<file path="src/rtl/core/scm_pkg.sv">
// Shared constants, types and helpers for the serial command state matcher.
package scm_pkg;

  localparam int LINE_LEN    = 64;
  localparam int TABLE_DEPTH = 32;
  localparam int EVENT_LEN   = 16;

  localparam int LINE_AW = $clog2(LINE_LEN);
  localparam int TBL_AW  = $clog2(TABLE_DEPTH);
  localparam int EV_AW   = $clog2(EVENT_LEN);

  localparam logic [7:0] CH_CR    = 8'h0D;
  localparam logic [7:0] CH_LF    = 8'h0A;
  localparam logic [7:0] CH_SPACE = 8'h20;
  localparam logic [7:0] CH_TILDE = 8'h7E;

  localparam logic [1:0] CMD_BYTE    = 2'd0;
  localparam logic [1:0] CMD_HEADER  = 2'd1;
  localparam logic [1:0] CMD_CHAR    = 2'd2;
  localparam logic [1:0] CMD_RESTART = 2'd3;

  localparam logic [1:0] ST_MATCH    = 2'd0;
  localparam logic [1:0] ST_NO_MATCH = 2'd1;
  localparam logic [1:0] ST_NO_TABLE = 2'd2;

  localparam logic REG_INIT_STATE  = 1'b0;
  localparam logic REG_ENTRY_COUNT = 1'b1;

  // line buffer write/clear request
  typedef struct packed {
    logic       we;
    logic       clr;
    logic [7:0] data;
  } line_wr_t;

  // table write request
  typedef struct packed {
    logic              hdr_we;
    logic              chr_we;
    logic [TBL_AW-1:0] idx;
    logic [7:0]        state;
    logic [7:0]        next;
    logic [4:0]        len;
    logic [EV_AW-1:0]  cidx;
    logic [7:0]        cval;
  } tbl_wr_t;

  // table entry header as read back
  typedef struct packed {
    logic [7:0] state;
    logic [7:0] next;
    logic [4:0] len;
  } tbl_hdr_t;

  function automatic logic [7:0] fold_case(input logic [7:0] c);
    fold_case = (c >= 8'h41 && c <= 8'h5A) ? c + 8'd32 : c;
  endfunction

endpackage

</file>
<file path="src/rtl/core/scm_table.sv">
// Transition table: entry headers and event characters.
module scm_table (
  input  logic                                     clk,
  input  scm_pkg::tbl_wr_t                         wr,
  input  logic [scm_pkg::TBL_AW-1:0]               hdr_raddr,
  output scm_pkg::tbl_hdr_t                        hdr_rdata,
  input  logic [scm_pkg::TBL_AW+scm_pkg::EV_AW-1:0] chr_raddr,
  output logic [7:0]                               chr_rdata
);
  import scm_pkg::*;

  tbl_hdr_t   hdr_mem [TABLE_DEPTH];
  logic [7:0] chr_mem [TABLE_DEPTH*EVENT_LEN];
  tbl_hdr_t   hdr_r;
  logic [7:0] chr_r;
  logic [4:0] len_clamped;

  // clamp oversize event length
  assign len_clamped = (wr.len > 5'(EVENT_LEN)) ? 5'(EVENT_LEN) : wr.len;

  always_ff @(posedge clk) begin
    if (wr.hdr_we) hdr_mem[wr.idx] <= '{state: wr.state, next: wr.next, len: len_clamped};
    if (wr.chr_we) chr_mem[{wr.idx, wr.cidx}] <= wr.cval;
    hdr_r <= hdr_mem[hdr_raddr];
    chr_r <= chr_mem[chr_raddr];
  end

  assign hdr_rdata = hdr_r;
  assign chr_rdata = chr_r;
endmodule

</file>
<file path="config.mk">
export PLATFORM = sky130hd
export DESIGN_NAME = scm_table
export DESIGN_NICKNAME = d
export VERILOG_FILES = /design/src/rtl/core/scm_pkg.sv /design/src/rtl/core/scm_table.sv
export SDC_FILE = /design/constraint.sdc
export NUM_CORES = 2
export LEC_CHECK = 0
export ABC_CLOCK_PERIOD_IN_PS = 3950
export BUFFER_PORTS_ARGS = -buffer_cell sky130_fd_sc_hd__buf_2
export CAP_MARGIN = 10
export CORE_MARGIN = 4
export CORE_UTILIZATION = 35
export CTS_CLUSTER_DIAMETER = 50
export DETAILED_ROUTE_END_ITERATION = 6
export GPL_ROUTABILITY_DRIVEN = 0
export MAX_ROUTING_LAYER = met4
export PLACE_DENSITY = 0.48
export SLEW_MARGIN = 20
export SYNTH_ARGS = -nofsm -noshare
export SYNTH_HDL_FRONTEND = slang
export SYNTH_MEMORY_MAX_BITS = 65536
export SYNTH_SLANG_ARGS = --single-unit
</file>
<file path="constraint.sdc">
create_clock -name clk -period 3.95 [get_ports clk]
set_input_delay 1.185 -clock clk [delete_from_list [all_inputs] [get_ports clk]]
set_output_delay 1.185 -clock clk [all_outputs]
set_load 0.02 [all_outputs]
</file>
### Word-level counts from Yosys, hierarchy flattened

Memory sizes are Yosys's and may differ from the RTL's. A register that Yosys moved wholly into a read port is not among the register bits.
Index checks and enable logic that the tools add are counted.
W data, S select, Z words.

| storage, ports and cells | value |
|---|---|
| bits in registers | 0 |
| bits in writable memories | 4768 |
| input port bits | 55 |
| output and inout port bits | 29 |
| logic and storage cells | 8 |
| memories | 2 |

| operators by class | value |
|---|---|
| $lt $le $gt $ge | 1 |
| muxes and demuxes | 5 |

Memories:

| name | depth | bits a word | rd ports | clocked after memory_dff | write ports | line | RTL |
|---|---|---|---|---|---|---|---|
| chr_mem | 512 | 8 | 1 | 1 | 1 | scm_table.sv:13 | `logic [7:0] chr_mem [TABLE_DEPTH*EVENT_LEN];` |
| hdr_mem | 32 | 21 | 1 | 1 | 1 | scm_table.sv:12 | `tbl_hdr_t hdr_mem [TABLE_DEPTH];` |

Operator list:

| operator | number |
|---|---|
| $gt A5 B5 Y1 const B | 1 |
| $mux W5 | 1 |
| $mux W1 | 4 |

### Logic depth before layout (Yosys ltp)

| depth | value |
|---|---|
| word-level depth | 2 |
| gate-level depth with buffers | 14 |
| mapped depth without buffers | 7 |

### Worst setup path before layout

Ideal clock, no wire load.

| path | value |
|---|---|
| path kind | input to register |
| from | in hdr_raddr[0] (netlist name) |
| to | reg hdr_rdata[0] (netlist name) |
| setup time | 121 ps |
| data arrival time | 3461 ps |
| required time | 3829 ps |
| setup slack | 368 ps |
| stages | 6 |
| path buffers | 3 |
| cell sequence | clkbuf_1 -> buf_2 -> buf_1 -> mux4_2 -> mux4_2 -> mux2_2 |

RTL lines:

| element | line | RTL |
|---|---|---|
| start, declared | scm_table.sv:5 | `input logic [scm_pkg::TBL_AW-1:0] hdr_raddr,` |

==> impl_metrics.ini <==
[yosys]
synth_top_cells_by_area = sky130_fd_sc_hd__edfxtp_1 76%, sky130_fd_sc_hd__mux4_2 11%, sky130_fd_sc_hd__mux2i_1 3.1%
synth-seq-cells = 4797
mappedNetlistArea_um2 = 188000
post-synth-top-area-cell = sky130_fd_sc_hd__edfxtp_1
post-synth-top-count-cell = sky130_fd_sc_hd__edfxtp_1
yosysSeqAreaShare = 0.765
synth_unique_cells = 87
synthCells = 9107
synthDominantCellAreaShare = 0.762
yosysWarningCount = 0
number_of_nets_produced_by_synthesis = 9162
synth_edf_count = 4768
synth.avg_cell_area_um2 = 20.6
ys_async_sr_fraction = 0
ys_dominant_reg_cell = sky130_fd_sc_hd__edfxtp_1
netlist_top_cells_count = 4768 x sky130_fd_sc_hd__edfxtp_1, 921 x sky130_fd_sc_hd__mux4_2, 635 x sky130_fd_sc_hd__nor2_1

[grt]
antenna_found_initial = 41
pin_count_of_the_biggest_net_entering_global_routing = 114
overflow = 0
grt_pass1_wl_um = 782000
first_global_vias = 100000
global_router_s_overall_resource_usage = 0.204

[timing]
worst_pin_slew_ns = 1.12
final_min_period_over_clock_period = 0.955
max_slew_margin = 0.249
period_needed_ns = 3.77
fmax_mhz = 265
grt_setup_unrepaired = no
setup_viol = 0
clock_skew_ns = 0.0677
final_total_negative_setup_slack_ns = 0
worst_slack_ns = 0.177
report.final.hold_viol_count = 0
finalMaxSlewViolations = 0

[clock_network]
clock_latency_ns = 1.04
post_cts.repair.setup_buffers = 0
cts_root_buf = sky130_fd_sc_hd__clkbuf_16
cts-htree-levels = 6
hold_buffers = 0
cts-root-to-sink-buffers = 4
numCtsBuffers = 561
cts.clk_slew.worst_paths_ns = 0.06
cts_num_sinks = 4797
cts_tree = yes
cts-resized-gates = 0

[cells_and_area]
flow.area_growth_from_synthesis_pct = 19.8
final_layout_size_suffix_gt1_frac = 0.307
finish.net_count = 10500
finalNonFillerCells = 18100

[pwr]
power.leakage_nw = 72.7
ir_worst_vdd_mv = 0.432
power.density_nw_per_um2 = 507

[floorplanning]
die-width_um = 741
die_height_um = 741
initial_cell_density_of_the_core = 0.352
placeableCoreArea_um2 = 534000
rows = 268
ioPinCount = 84
floorplan.die_area_um2 = 548000

[routing]
wire_per_inst_um = 30.7
final_antenna_net_count = 0
detailedRoute.firstIterationViolations = 9360
detailroute.via_count = 97400
vias_per_cell = 5.37
detail_route.wirelength_um = 556000
post-route-drc-count = 0
drt-pass1-iter-count = 6

[hold_path]
worstHoldPathType = input pin to register

[worst_setup_path]
endpoint_kind = register
worst-endpoint-arrival_ns = 4.70
startpoint_type = input pin
critPathMaxFanout = 18
critical_path_required_ns = 4.87
path_class = input pin to register

[placement]
portBuffers = 83
detailedPlace.worstSlack_ns = -0.809
placed_insts = 17100
hpwl_dp_um = 362000

[flow_run]
max_cap_violations = 0

[run_status]
outcome = finished, final reports clean
[where the power goes]
part           total (mW)  internal (mW)  switching (mW)  leakage [nW]
sequential           56.3           56.1           0.113          43.0
clock                51.7           30.2            21.5          9.01
combinational        6.10           2.31            3.79          20.7
[cells by family after synthesis]
| kind of cell | after synthesis | synth area share |
|---|---|---|
| buffers and inverters | 580 | 0.0211 |
| AOI/OAI and AO/OA | 865 | 0.0330 |
| DFF | 4797 | 0.765 |
| and+or+nand+nor | 1260 | 0.0304 |
| muxes | 1605 | 0.150 |
[worst max-delay path, cell delays in order]
cell and delay, ns:
sky130_fd_sc_hd__buf_8 0.28, sky130_fd_sc_hd__nand2b_4 0.26, sky130_fd_sc_hd__buf_12 0.17, sky130_fd_sc_hd__buf_12 0.18
sky130_fd_sc_hd__buf_4 0.19, sky130_fd_sc_hd__o221ai_1 0.20, sky130_fd_sc_hd__a2111oi_0 0.73, sky130_fd_sc_hd__nor4_1 0.13
sky130_fd_sc_hd__nand4_1 0.26, sky130_fd_sc_hd__nand4_1 0.52, sky130_fd_sc_hd__buf_12 0.32, sky130_fd_sc_hd__and4_1 0.17
[layer usage]
layer / vias up / global-route usage / part of all wire
met4: 0 / 0.0532 / 0.028
li1: 41000 / - / -
met2: 3210 / 0.334 / 0.50
met3: 736 / 0.0254 / 0.054
met5: - / - / 0
met1: 52500 / 0.272 / 0.42
[area by class of cell]
type,count,area (um2)
diodes,15,37.5
clock buffers,674,14600
clock inverters,353,3980
fillers,46900,309000
inverters,8,45.0
multi-input cells,3730,40600
flip-flops and latches,4797,144000
well taps,7155,8950
repair buffers,1387,13000
[cells in the final DEF (no fill, tap or decap), types with 101 or more instances in the layout]
master                      synthesis  routed
sky130_fd_sc_hd__nand2_1          240     228
sky130_fd_sc_hd__buf_4             53    1096
sky130_fd_sc_hd__mux4_2           921     921
sky130_fd_sc_hd__o22ai_1          176     176
sky130_fd_sc_hd__o221ai_1         200     200
sky130_fd_sc_hd__clkbuf_16          0     566
sky130_fd_sc_hd__mux2i_1          573     573
sky130_fd_sc_hd__buf_12            42     211
sky130_fd_sc_hd__a21oi_1          152     152
sky130_fd_sc_hd__clkbuf_1         250     101
sky130_fd_sc_hd__edfxtp_1        4768    4768
sky130_fd_sc_hd__nor2_1           635     602
[flip-flops by register name, summed over array words and instances, names as in the netlist]
name and count:
hdr_rdata 21, chr_mem 4096, hdr_mem 672, chr_rdata 8
[worst paths after layout]
path	startpoint	to	slack, ns	depth (start not counted)
setup / recovery	chr_raddr[1]	chr_rdata[0]	0.18	12
hold reg to reg	hdr_mem[31][3]	hdr_rdata[3]	0.89	3
hold / removal	wr[2]	chr_mem[150][2]	0.58	1
setup reg to reg	chr_mem[343][0]	chr_rdata[0]	0.68	10
[stage by stage]
stage / area [um2] / util / hold WS, ns / power, mW
6_report: 225000 / 0.421 / 0.583 / 114
5_1_grt: 225000 / 0.421 / 0.533 / 118
4_1_cts: 225000 / 0.421 / 0.492 / 115
3_5_place_dp: 206000 / 0.386 / 0.893 / 63.5
3_3_place_gp: 206000 / 0.386 / 0.892 / 63.4
2_1_floorplan: 188000 / - / 0.862 / 60.1
No activity file was read; power rests on OpenSTA's default activity.
