`src/rtl/core/scm_pkg.sv`:
```
// Shared constants, types and helpers for the serial command state matcher.
package scm_pkg;

  localparam int LINE_LEN    = 64;
  localparam int TABLE_DEPTH = 32;
  localparam int EVENT_LEN   = 16;

  localparam int LINE_AW = $clog2(LINE_LEN);
  localparam int TBL_AW  = $clog2(TABLE_DEPTH);
  localparam int EV_AW   = $clog2(EVENT_LEN);

  localparam logic [7:0] CH_CR    = 8'h0D;
  localparam logic [7:0] CH_LF    = 8'h0A;
  localparam logic [7:0] CH_SPACE = 8'h20;
  localparam logic [7:0] CH_TILDE = 8'h7E;

  localparam logic [1:0] CMD_BYTE    = 2'd0;
  localparam logic [1:0] CMD_HEADER  = 2'd1;
  localparam logic [1:0] CMD_CHAR    = 2'd2;
  localparam logic [1:0] CMD_RESTART = 2'd3;

  localparam logic [1:0] ST_MATCH    = 2'd0;
  localparam logic [1:0] ST_NO_MATCH = 2'd1;
  localparam logic [1:0] ST_NO_TABLE = 2'd2;

  localparam logic REG_INIT_STATE  = 1'b0;
  localparam logic REG_ENTRY_COUNT = 1'b1;

  // line buffer write/clear request
  typedef struct packed {
    logic       we;
    logic       clr;
    logic [7:0] data;
  } line_wr_t;

  // table write request
  typedef struct packed {
    logic              hdr_we;
    logic              chr_we;
    logic [TBL_AW-1:0] idx;
    logic [7:0]        state;
    logic [7:0]        next;
    logic [4:0]        len;
    logic [EV_AW-1:0]  cidx;
    logic [7:0]        cval;
  } tbl_wr_t;

  // table entry header as read back
  typedef struct packed {
    logic [7:0] state;
    logic [7:0] next;
    logic [4:0] len;
  } tbl_hdr_t;

  function automatic logic [7:0] fold_case(input logic [7:0] c);
    fold_case = (c >= 8'h41 && c <= 8'h5A) ? c + 8'd32 : c;
  endfunction

endpackage

```
`src/rtl/core/scm_line_buf.sv`:
```
// Line store with write position and filled extent.
module scm_line_buf (
  input  logic                       clk,
  input  logic                       rst_n,
  input  scm_pkg::line_wr_t          wr,
  input  logic [scm_pkg::LINE_AW-1:0] raddr,
  output logic [7:0]                 rdata,
  output logic [scm_pkg::LINE_AW:0]  extent
);
  import scm_pkg::*;

  logic [7:0]         mem [LINE_LEN];
  logic [LINE_AW-1:0] wpos_r, wpos_nxt;
  logic [LINE_AW:0]   ext_r, ext_nxt;
  logic [7:0]         rdata_r;
  logic [LINE_AW:0]   wpos_inc;

  assign wpos_inc = {1'b0, wpos_r} + 1'b1;

  // advance position, track highest fill, clear on request
  always_comb begin
    wpos_nxt = wpos_r;
    ext_nxt  = ext_r;
    if (wr.clr) begin
      wpos_nxt = '0;
      ext_nxt  = '0;
    end else if (wr.we) begin
      wpos_nxt = (wpos_r == LINE_AW'(LINE_LEN - 1)) ? '0 : wpos_r + 1'b1;
      if (wpos_inc > ext_r) ext_nxt = wpos_inc;
    end
  end

  always_ff @(posedge clk) begin
    if (!rst_n) begin
      wpos_r <= '0;
      ext_r  <= '0;
    end else begin
      wpos_r <= wpos_nxt;
      ext_r  <= ext_nxt;
    end
  end

  // memory write and registered read
  always_ff @(posedge clk) begin
    if (wr.we && !wr.clr) mem[wpos_r] <= wr.data;
    rdata_r <= mem[raddr];
  end

  assign rdata  = rdata_r;
  assign extent = ext_r;
endmodule

```
`config.mk`:
```
export PLATFORM = sky130hd
export DESIGN_NAME = scm_line_buf
export DESIGN_NICKNAME = d
export VERILOG_FILES = /design/src/rtl/core/scm_pkg.sv /design/src/rtl/core/scm_line_buf.sv
export SDC_FILE = /design/constraint.sdc
export NUM_CORES = 1
export LEC_CHECK = 0
export ABC_AREA = 0
export BUFFER_PORTS_ARGS = -buffer_cell sky130_fd_sc_hd__buf_2
export CORE_ASPECT_RATIO = 0.5
export CORE_MARGIN = 2
export CORE_UTILIZATION = 40
export CTS_CLUSTER_DIAMETER = 200
export DETAILED_ROUTE_END_ITERATION = 16
export GPL_ROUTABILITY_DRIVEN = 0
export GPL_TIMING_DRIVEN = 0
export PLACE_DENSITY = 0.64
export SETUP_SLACK_MARGIN = 0.3
export SYNTH_ARGS = -nofsm -noshare
export SYNTH_HDL_FRONTEND = slang
export SYNTH_SLANG_ARGS = --single-unit
```
`constraint.sdc`:
```
create_clock -name clk -period 6.16 [get_ports clk]
set_input_delay 0.616 -clock clk [delete_from_list [all_inputs] [get_ports clk]]
set_output_delay 0.616 -clock clk [all_outputs]
set_load 0.02 [all_outputs]
```
Word-level counts from Yosys, hierarchy flattened
Memories as Yosys holds them, arrays and structs flattened. A register that Yosys moved wholly into a read port is not among the register bits.
Cells that the tools add are included.
{"block": "totals", "output_inout_bits": 15, "mem_count": 1, "mem_bits_rw": 512, "reg_bits": 13, "input_bits": 18, "wordCells": 15}
{"memory": "mem", "words": 64, "word_bits": 8, "read_ports": 1, "rd_clocked_by_memory_dff": 1, "wr": 1, "line": "scm_line_buf.sv:12", "rtl": "logic [7:0] mem [LINE_LEN];"}
{"block": "classes", "add_sub_neg": 2, "mux": 3, "n_bitwise": 1, "n_reduce_logical": 4, "magnitude_cmp": 1, "n_eq_ne": 1}
{"cell": "adder 6 x 1 -> 7 bit, second input constant", "n": 1}
{"cell": "greater-than comparator 7 bit", "n": 1}
{"cell": "adder 6 x 1 -> 6 bit, second input constant", "n": 1}
{"cell": "== test 6 bit, second input constant", "n": 1}
{"cell": "2-to-1 mux 6 bit", "n": 1}
{"cell": "2-to-1 mux 1 bit", "n": 2}
{"cell": "AND reduction 2 bit", "n": 1}
{"cell": "OR reduction 2 bit", "n": 1}
{"cell": "logical AND 1 bit", "n": 1}
{"cell": "logical NOT 1 bit", "n": 1}
{"cell": "NOT 1 bit", "n": 1}

Longest topological paths before layout
{"block": "logic_depth", "word_depth": 4, "mapped_depth": 10, "depth_no_buf": 9}

Least setup slack after synthesis
Ideal clock, no wire load.
{"block": "synth_path", "path_type": "flip-flop to flip-flop", "start": "register wpos_r[3]", "end": "register ext_r[0] (netlist: extent[0])", "path_buffers": 1, "required_time_ns": 6.085, "t_arrival_ns": 2.402, "setup_ns": 0.075, "setup_slack_ns": 3.683, "period_less_slack_ns": 2.477, "path_stages_with_launch": 11, "cell_sequence": "dfxtp_1 clkbuf_1 nand3_1 inv_1 nand3_1 inv_1 ha_1 nand4_1 o21ai_0 a31oi_1 mux2i_1"}
{"block": "synth_between", "elab_chain_len": 3}
{"item": "start, declared", "line": "scm_line_buf.sv:13", "rtl": "logic [LINE_AW-1:0] wpos_r, wpos_nxt;"}
{"item": "start signal, assigned", "line": "scm_line_buf.sv:38", "rtl": "wpos_r <= wpos_nxt;"}
{"item": "adder 6 x 1 -> 7 bit", "line": "scm_line_buf.sv:18", "rtl": "assign wpos_inc = {1'b0, wpos_r} + 1'b1;"}
{"item": "net wpos_inc[6]", "line": "scm_line_buf.sv:16", "rtl": "logic [LINE_AW:0] wpos_inc;"}
{"item": "greater-than comparator 7 bit", "line": "scm_line_buf.sv:29", "rtl": "if (wpos_inc > ext_r) ext_nxt = wpos_inc;"}
{"item": "AND reduction 2 bit (no line)"}
{"item": "end signal, assigned", "line": "scm_line_buf.sv:39", "rtl": "ext_r <= ext_nxt;"}
{"item": "end, declared", "line": "scm_line_buf.sv:14", "rtl": "logic [LINE_AW:0] ext_r, ext_nxt;"}
The timed path passes the listed nets, and every way through them passes these cells.
A chain may end at the register's enable or synchronous reset.

Worst setup path after layout
{"block": "layout_path", "start": "register wpos_r[3]", "end": "register ext_r[3] (netlist: extent[3])"}
Same word-level chain as after synthesis.

==> flow_summary.ini <==
[cells_and_area]
layout_commonest_cell = edfxtp_1
final_cell_mix = edfxtp_1, mux4_2, nor2_1
n_fill_cell = 4295
area_growth_pct = 12.6
multiInputGateArea_um2 = 4740
fin_nets = 1141
layout.cells.non_filler = 1855
antenna_cells = 0
regArea_um2 = 15800
layout-drive-gt1-share = 0.214

[clock_tree]
post_cts_resized = 0
clockRootBuffer = clkbuf_16
cts_tree = built
htreeDepth = 2
cts.sink_count = 533
cts_buffers = 50
ctsLongestPathBuffers = 3
clk_pin_slew_worst_paths_ps = 60
clk_latency_ps = 570
cts_setup_buffers = 0
ctsHoldBuffers = 0

[sta]
max_freq_mhz = 319
rsz0062_at_grt = no
hold_viol = 0
setup_ws_ps = 3030
setup_viol = 0
worst_pin_slew_ps = 1370
min_period_over_period = 0.508
min_period_ps = 3130
finalSetupTns_ps = 0
finClkSkew_ps = 20.5
relSlewSlack = 0.0880
whs_ps = 403
slew_violations = 0

[grt]
grt_pass1_vias = 10700
grt_start_max_net_pins = 65
groute.usage.overall = 0.179
antenna_found_initial = 0
grt_pass1_wl_um = 70300
grt_overflow_total = 0

[synthesis]
yosysSeqAreaShare = 0.756
ys_async_sr_fraction = 0
ys_ff_latch = 533
ys_warn_count = 0
ys_types = 42
syn_area_per_cell_um2 = 20.2
syn_inst = 1033
synth_edf_count = 512
syn_area_um2 = 20900
synth_fp_nets = 1059
synthFlopType = edfxtp_1

[power]
p_int_mw = 5.87
ir_drop_mv = 0.194
power_density_nw_per_um2 = 314
power_frac_seq = 0.539
p_sw_mw = 1.52
leakagePower_nw = 7.31
clkPwrFrac = 0.412
p_comb_frac = 0.049
p_total_mw = 7.39
switching_share = 0.206

[setup_path]
path_buf_inv = 3
cp.required_ps = 6630
crit_chain = clkbuf_1 -> nand3_1 -> inv_1 -> nand3_1 -> inv_1 -> ha_1 -> nand4_1 -> o21ai_0 -> a31oi_1 -> mux2i_1
cp_slowest_cell = a31oi_1
end_kind = flop
crit_arrival_ps = 3600
worst-setup-path-type = reg -> reg
cp-start-kind = flop
crit_family = compound AO/OA/AOI/OAI gates
critical_path.max_stage_delay_ps = 770
crit_fanout = 10

[placement]
dp_slack_ps = 2540
placed_cells = 1764
io_buffer_count = 30
dp_hpwl_um = 30300

[floorplanning]
ioPinCount = 33
die_area_um2 = 54200
die_x_um = 327
die_y_um = 166
coreArea_um2 = 51700
start_util = 0.404
num_rows = 59

[routing]
vias = 10400
drtPass1Iterations = 5
detail_route.iter0.violations = 1217
drc = 0
routed_via_density = 5.62
antenna_left = 0
routed_wl_um = 48100
routedWlPerCell_um = 26.0

[worst_hold_path]
worst_hold_path_type = in -> reg

[run_status]
outcome = complete, no violations

[run]
drv_cap = 0
-- per-layer routing --
metal	global-route usage	wire length (µm)	vias up
met5	0	0	-
met4	0.0436	863	0
met3	0.0377	3640	71
met2	0.307	24200	404
met1	0.234	19400	5526
li1	-	-	4432
-- registers in the layout, summed over array words and instances, names as in the netlist --
signal / cells
wpos_r: 6
mem: 512
rdata: 8
extent: 7
-- worst reg2reg max path, delay by kind of cell, from the launching register on --
kind            cells  cell delay, ps
simple gates        3             660
flops               1             350
buf+inv             3             620
fa+ha+maj           1             250
mux                 1             290
compound gates      2             870
-- cells by family (layout without fill, tap and decap cells) --
kind of cell,after synthesis,count (layout),share of synthesized area
XOR/XNOR,6,6,0.00252
multiplexers,158,158,0.150
adder cells (fa/ha/maj),8,8,0.00479
AND/OR/NAND/NOR,177,177,0.0401
AO/OA/AOI/OAI,81,81,0.0301
flip-flops,533,533,0.756
buffers and inverters,70,191,0.0168
-- synth_stat cells (10+ instances only) --
cell type,number,share of area
buf_2,20,0.0048
clkbuf_1,30,0.0054
dfxtp_1,21,0.020
edfxtp_1,512,0.74
inv_1,10,0.0018
mux2i_1,37,0.018
mux4_2,113,0.12
nand2_1,29,0.0052
nand3_1,19,0.0046
nand3b_1,11,0.0040
nor2_1,74,0.013
nor2b_1,14,0.0042
nor3_1,10,0.0024
o21ai_0,10,0.0024
o22ai_1,22,0.0066
-- final timing paths --
kind / start / end / slack, ps / cells past startpoint
worst min register to register: extent[5] / extent[5] / 480 / 2
worst max-delay path: wpos_r[3] / extent[3] / 3030 / 10
worst max register to register: wpos_r[3] / extent[3] / 3030 / 10
worst min-delay path: wr[9] / wpos_r[5] / 400 / 3
-- per-stage QoR --
| step | util | instance area (µm²) |
|---|---|---|
| floorplan | - | 20900 |
| global placement | 0.424 | 21900 |
| detailed placement | 0.424 | 21900 |
| CTS | 0.455 | 23500 |
| global route | 0.455 | 23500 |
| finish | 0.455 | 23500 |
-- layout make-up --
class | count | area share
sequential | 533 | 0.671
multi-input combinational | 430 | 0.202
clock buffer | 59 | 0.0555
tap | 701 | 0.0373
buffer | 60 | 0.0133
clock inverter | 32 | 0.0128
timing repair buffer | 30 | 0.00638
inverter | 10 | 0.00160
-- power groups by stage --
stage                     combinational (mW)  sequential, mW  clock [mW]
after detailed placement               0.362            4.06           0
after floorplan                        0.193            4.07           0
final                                  0.362            3.99        3.04
after global placement                 0.354            4.06           0
after global routing                   0.382            3.98        3.23
after CTS                              0.363            3.99        3.09
Note: power is estimated with default switching activity, not from simulation.
